--- config.mk ---
export PLATFORM = sky130hd
export DESIGN_NAME = swtc_ctrl
export DESIGN_NICKNAME = d
export VERILOG_FILES = /design/src/sv/swtc_pkg.sv /design/src/sv/swtc_ctrl.sv
export SDC_FILE = /design/constraint.sdc
export NUM_CORES = 1
export LEC_CHECK = 0
export BUFFER_PORTS_ARGS = -buffer_cell sky130_fd_sc_hd__buf_4
export CELL_PAD_IN_SITES_DETAIL_PLACEMENT = 1
export CELL_PAD_IN_SITES_GLOBAL_PLACEMENT = 2
export CORE_MARGIN = 1.5
export CORE_UTILIZATION = 28
export DETAILED_ROUTE_END_ITERATION = 6
export GPL_TIMING_DRIVEN = 0
export PLACE_DENSITY_LB_ADDON = 0.1
export SETUP_SLACK_MARGIN = 0.02
export SYNTH_ARGS = -nofsm -noshare
export SYNTH_HDL_FRONTEND = slang
export SYNTH_SLANG_ARGS = --single-unit
--- constraint.sdc ---
create_clock -name aclk -period 2.7 [get_ports aclk]
set_input_delay 0.135 -clock aclk [delete_from_list [all_inputs] [get_ports aclk]]
set_output_delay 0.135 -clock aclk [all_outputs]
set_load 0.005 [all_outputs]
--- src/sv/swtc_pkg.sv ---
`default_nettype none
// ----------------------------------------------------------------------------
// swtc_pkg
// Shared constants and controller/datapath command types.
// ----------------------------------------------------------------------------
package swtc_pkg;

    localparam int MAX_EDGES_DEF     = 32;
    localparam int MAX_TILE_ROWS_DEF = 16;
    localparam int MAX_TILE_COLS_DEF = 32;

    localparam int CNT_W = 6;   // holds counts up to 32

    typedef enum logic [3:0] {
        OP_NOP,
        OP_INSERT,
        OP_SETUP,
        OP_PREP,
        OP_EMIT_EMPTY,
        OP_EMIT_SLOT,
        OP_EDGE_RD,
        OP_EMIT_EDGE,
        OP_FINISH
    } op_t;

    typedef enum logic [1:0] {
        KIND_SLOT  = 2'd0,
        KIND_PLACE = 2'd1,
        KIND_EMPTY = 2'd2
    } kind_t;

    localparam logic CFG_ROWS = 1'b0;
    localparam logic CFG_COLS = 1'b1;

    typedef struct packed {
        op_t              op;
        logic [CNT_W-1:0] idx;
        logic             last;
    } cmd_t;

    typedef struct packed {
        logic [CNT_W-1:0] ucount;
        logic [CNT_W-1:0] ecount;
        logic             out_free;
    } stat_t;

endpackage
`default_nettype wire

--- src/sv/swtc_ctrl.sv ---
`default_nettype none
// ----------------------------------------------------------------------------
// swtc_ctrl
// Window sequencer: intake, slot table prepass, slot and placement bursts.
// ----------------------------------------------------------------------------
module swtc_ctrl (
    input  wire logic          aclk,
    input  wire logic          aresetn,
    input  wire logic          s_tvalid,
    input  wire logic          s_action,
    output logic               s_tready,
    input  swtc_pkg::stat_t    stat,
    output swtc_pkg::cmd_t     cmd
);
    import swtc_pkg::*;

    typedef enum logic [2:0] {
        ST_IDLE, ST_SETUP, ST_PREP, ST_SLOT, ST_ERD, ST_EOUT, ST_EMPTY, ST_DONE
    } state_t;

    state_t           state_reg, state_next;
    logic [CNT_W-1:0] idx_reg, idx_next;

    assign s_tready = (state_reg == ST_IDLE);

    always_comb begin
        state_next = state_reg;
        idx_next   = idx_reg;
        cmd.op     = OP_NOP;
        cmd.idx    = idx_reg;
        cmd.last   = 1'b0;
        case (state_reg)
            ST_IDLE: begin
                if (s_tvalid) begin
                    if (s_action) state_next = ST_SETUP;
                    else          cmd.op     = OP_INSERT;
                end
            end
            ST_SETUP: begin
                cmd.op   = OP_SETUP;
                idx_next = '0;
                state_next = (stat.ecount == '0) ? ST_EMPTY : ST_PREP;
            end
            ST_PREP: begin
                cmd.op = OP_PREP;
                if (idx_reg + 1'b1 == stat.ucount) begin
                    idx_next   = '0;
                    state_next = ST_SLOT;
                end else begin
                    idx_next = idx_reg + 1'b1;
                end
            end
            ST_SLOT: begin
                if (stat.out_free) begin
                    cmd.op = OP_EMIT_SLOT;
                    if (idx_reg + 1'b1 == stat.ucount) begin
                        idx_next   = '0;
                        state_next = ST_ERD;
                    end else begin
                        idx_next = idx_reg + 1'b1;
                    end
                end
            end
            ST_ERD: begin
                cmd.op     = OP_EDGE_RD;
                state_next = ST_EOUT;
            end
            ST_EOUT: begin
                cmd.last = (idx_reg + 1'b1 == stat.ecount);
                if (stat.out_free) begin
                    cmd.op = OP_EMIT_EDGE;
                    if (cmd.last) begin
                        state_next = ST_DONE;
                    end else begin
                        idx_next   = idx_reg + 1'b1;
                        state_next = ST_ERD;
                    end
                end
            end
            ST_EMPTY: begin
                cmd.last = 1'b1;
                if (stat.out_free) begin
                    cmd.op     = OP_EMIT_EMPTY;
                    state_next = ST_DONE;
                end
            end
            ST_DONE: begin
                cmd.op     = OP_FINISH;
                state_next = ST_IDLE;
            end
            default: state_next = ST_IDLE;
        endcase
    end

    always_ff @(posedge aclk) begin
        if (!aresetn) begin
            state_reg <= ST_IDLE;
            idx_reg   <= '0;
        end else begin
            state_reg <= state_next;
            idx_reg   <= idx_next;
        end
    end

endmodule
`default_nettype wire

# After elaboration in Yosys (flattened, before gate mapping)
# Index checks and enable logic that the tools add are counted.
[totals]
ff_bits = 9
in_bits = 17
output_inout_bits = 12
word_cells = 47
[op_classes]
n_addsub = 1
eq_ne = 17
muxes = 22
reduce_logical = 5
[op_table]
columns = ["op", "count"]
rows = [
  ["$mux 3", 11],
  ["$pmux 4 s8", 1],
  ["$mux 6", 4],
  ["$pmux 3 s8", 1],
  ["$pmux 6 s4", 1],
  ["$ne 2x2->1 const B", 8],
  ["$eq 3x3->1 const B", 4],
  ["$eq 6x6->1", 2],
  ["$reduce_and 7->1", 1],
  ["$add 6x1->6 const B", 1],
  ["$eq 3x2->1 const B", 2],
  ["$logic_not 6->1", 1],
  ["$reduce_and 4->1", 1],
  ["$reduce_bool 4->1", 1],
  ["$eq 3x1->1 const B", 1],
  ["$logic_not 3->1", 1],
  ["$mux 1", 2],
  ["$mux 2", 1],
  ["$pmux 1 s2", 1],
]

# Longest topological paths before layout
[depth]
ltp_word = 5
depth_mapped = 7
depth_no_buf = 7

# Worst setup path after synthesis
# OpenSTA, ideal clock, no wires.
[synth_path]
kind = "register to register"
from = "register idx_reg[0]"
to = "register idx_reg[3]"
setup_time_ns = 0.101
arrival_ns = 1.885
required_ns = 2.599
setup_slack_ns = 0.714
path_stages_with_launch = 8
n_path_buf = 0
synth_period_minus_slack_ns = 1.986
cell_sequence = "dfxtp_1 -> ha_1 -> and3_2 -> xnor3_1 -> nor4b_4 -> a31oi_2 -> nand2_1 -> o41ai_1"
[synth_between]
elab_chain_cells = 5
elab_cells_between_ends = 10
cone_classes = "1 x add/sub; 3 x eq/ne; 5 x mux; 1 x reduce/logical"
[synth_lines]
columns = ["item", "line", "text"]
rows = [
  ["from (decl)", "swtc_ctrl.sv:22", "logic [CNT_W-1:0] idx_reg, idx_next;"],
  ["from (signal assigned)", "swtc_ctrl.sv:101", "idx_reg <= idx_next;"],
  ["$add 6x1->6 (*)", "-", ""],
  ["$eq 6x6->1", "swtc_ctrl.sv:46, swtc_ctrl.sv:56", ""],
  ["$mux 6", "swtc_ctrl.sv:46, swtc_ctrl.sv:56", ""],
  ["$mux 6", "swtc_ctrl.sv:54", "if (stat.out_free) begin"],
  ["$pmux 6 s4", "swtc_ctrl.sv:32", "case (state_reg)"],
]
# Every way passes the cells marked *; elsewhere a longest branch is shown, timed or not. The select of a mux whose other input is x is not followed.
# A chain may end at the register's enable or synchronous reset.

# Worst setup path after layout
# Same ends and word-level chain as after synthesis.

==> metrics <==
Die X 60.3 um; most instantiated cells after synthesis 12 x xnor2_1, 11 x nand2_1, 9 x dfxtp_1, 8 x nor2_1; H-Tree Depth 1; crit-path max cell delay 510 ps; top routing layer in use met4; post-DR vias/cell 5.01; # hold bufs at CTS 0; port buffer count 27; final setup TNS 0 ps; Mapped Area 918 um^2; cts bufs inserted 3; Post-Synth XOR/XNOR Area 0.202; CP max FO 8; CTS tree yes; CP Capture Type register; Post-Route WL 2.61 mm; CP top delay family compound AO/OA/AOI/OAI gates; Yosys top cell by area dfxtp_1; Slew HR 0.639; Post-synth EDFFs 0; GRT Resource Usage Total 0.160; initial core utilization 0.298; Final period util 0.897; DRT Pass-1 Iters 4; Compound-Gate Fraction of Synth Area 0.251; Top Ports 29; postcts setup bufs 0; CP bufs+invs 0; Leakage 0.505 nW; Largest register FFs 6; Worst setup SP type register; count leader, synth xnor2_1; CP cell instances ha_1 -> and3_2 -> xnor3_1 -> nor4b_4 -> a31oi_2 -> nand2_1 -> o41ai_1; max-cap viol count 0; clock-pin slew on the worst setup and hold paths 70 ps; worst skew pair latency 270 ps; Pwr Total 0.826 mW; die footprint 0.00363 mm^2; GR Overflow Total 0; largest vdd supply drop 0.000320 V; Syn Inst Count 114; first-pass GRT wire length 4.32 mm; arrival time worst endpoint 2590 ps; mean post-synth cell area 8.06 um^2; WS Path Type register to register; worst r2r dst idx_reg[3]; CORE AREA 0.00308 mm^2; DRT iter0 DRCs 12; antenna cells 0; Cell Pwr Density 686 mW/mm^2; worst setup path endpoint idx_reg[3]; RSZ-0062 raised after global routing no; async set or reset register ratio after synthesis 0; mux share of post-synthesis cell area 0; Seq cells post-synth 9; Clock Tree Root clkbuf_4; CTS Sinks 9; synthesis-to-layout area growth 31.1%; via count 946; met3 wire length 70 um; final setup violation count 0; post-synth top area share 0.196; gp weighted congestion 0.786; Post-CTS Resized 0; dpl hpwl 2.12 mm; simple-gate share of the synthesized area 0.290; CP required 2870 ps; Nets 164; Die Y 60.3 um; HP Class input pin to register; worst reg2reg startpoint idx_reg[0]; via count of the first global-routing pass 933; Synth Flop Type dfxtp_1; largest cells by area after synthesis dfxtp_1 20%, xnor2_1 11%, nor4b_4 5.2%; Fmax achieved 413 MHz; r2r worst-path depth 7; initial antenna violation count 0; Max Slew Vio Count 0; Post-Route M1 WL 1.32 mm; Hold Vio Cnt, Final 0; r2r setup slk 280 ps; Post-Synth Adder-Cell Area 0.0136; Rows 20; Routed Antenna Nets 0; Fin Clk Skew 5.25 ps; DR WL met2 1.18 mm; CP startpoint idx_reg[0]; outcome finished clean; Least-Margin Pin Slew 537 ps; share of cells above drive strength 1 0.276; largest net degree at the start of global routing 11; Stages on worst setup path 7; Seq/Total Area, Yosys 0.196; final worst path period need 2420 ps; largest family of logic cells by synthesized area simple AND/OR/NAND/NOR gates; synth warn 0; drt drc 0; detailed-route wire length per cell 13.8 um; net count after synthesis 132; clk buf depth 2; Netlist cell types 40; Slowest-stage cell, CP dfxtp_1
area by class of cell:
type                       instances  area, um^2
tap                               44        55.1
timing repair buffer              27         203
sequential                         9         180
buffer                             6        32.5
inverter                           3        11.3
clock buffer                       3        22.5
fill                             408        1870
multi-input combinational         96         694
clock inverter                     1        5.00
metal layers:
layer,track usage,vias up
met1,0.226,452
met2,0.253,14
met3,0.0130,5
li1,-,475
met5,0,-
met4,0.0571,0
logic make-up (layout without fill, tap and decap cells):
group,Yosys count,after routing
buffers and inverters,9,40
flip-flops,9,9
AO/OA/AOI/OAI,33,33
XOR/XNOR,18,18
AND/OR/NAND/NOR,44,44
adder cells (fa/ha/maj),1,1
worst min-delay path, cell delays in order:
cell	delay (ps)
buf_4	110
nand2_1	70
a22oi_1	120
o21ai_0	190
a21oi_1	50
power breakdown:
part | total (mW) | internal (mW) | switching (mW)
clock network | 0.111 | 0.0548 | 0.0564
registers | 0.172 | 0.154 | 0.0180
logic | 0.543 | 0.242 | 0.301
total | 0.826 | 0.451 | 0.375
stage by stage:
stage | hold WS (ps) | util | cells | setup slack, ps | area, um^2
floorplan | 423 | - | 114 | 714 | 918
global placement | 504 | 0.382 | 185 | 353 | 1180
detailed placement | 521 | 0.382 | 185 | 265 | 1180
CTS | 455 | 0.391 | 189 | 246 | 1200
global route | 537 | 0.391 | 189 | 76.6 | 1200
finish | 460 | 0.391 | 189 | 279 | 1200
worst min-delay path by stage:
stage                         to        from  cells after the start  slack [ps]
floorplan                 cmd[7]     stat[0]                      2         420
detailed placement    idx_reg[1]  idx_reg[1]                      2         520
global placement      idx_reg[1]  idx_reg[1]                      2         500
finish              state_reg[1]    s_tvalid                      5         460
CTS                 state_reg[1]    s_tvalid                      5         450
global route        state_reg[2]    s_tvalid                      5         540
placed cells by master, fill, tap and decap left out, types with 3 or more instances in the layout:
cell and n:
nand2b_1 4, a21oi_1 7, clkbuf_4 3, buf_4 27, nand3_1 5, nand3b_1 3, nand2_1 11, inv_1 3
xor2_1 4, nor2_1 8, o21ai_0 7, xnor2_1 12, dfxtp_1 9, a31oi_1 3, clkbuf_1 3
No activity file was read; power rests on OpenSTA's default activity.
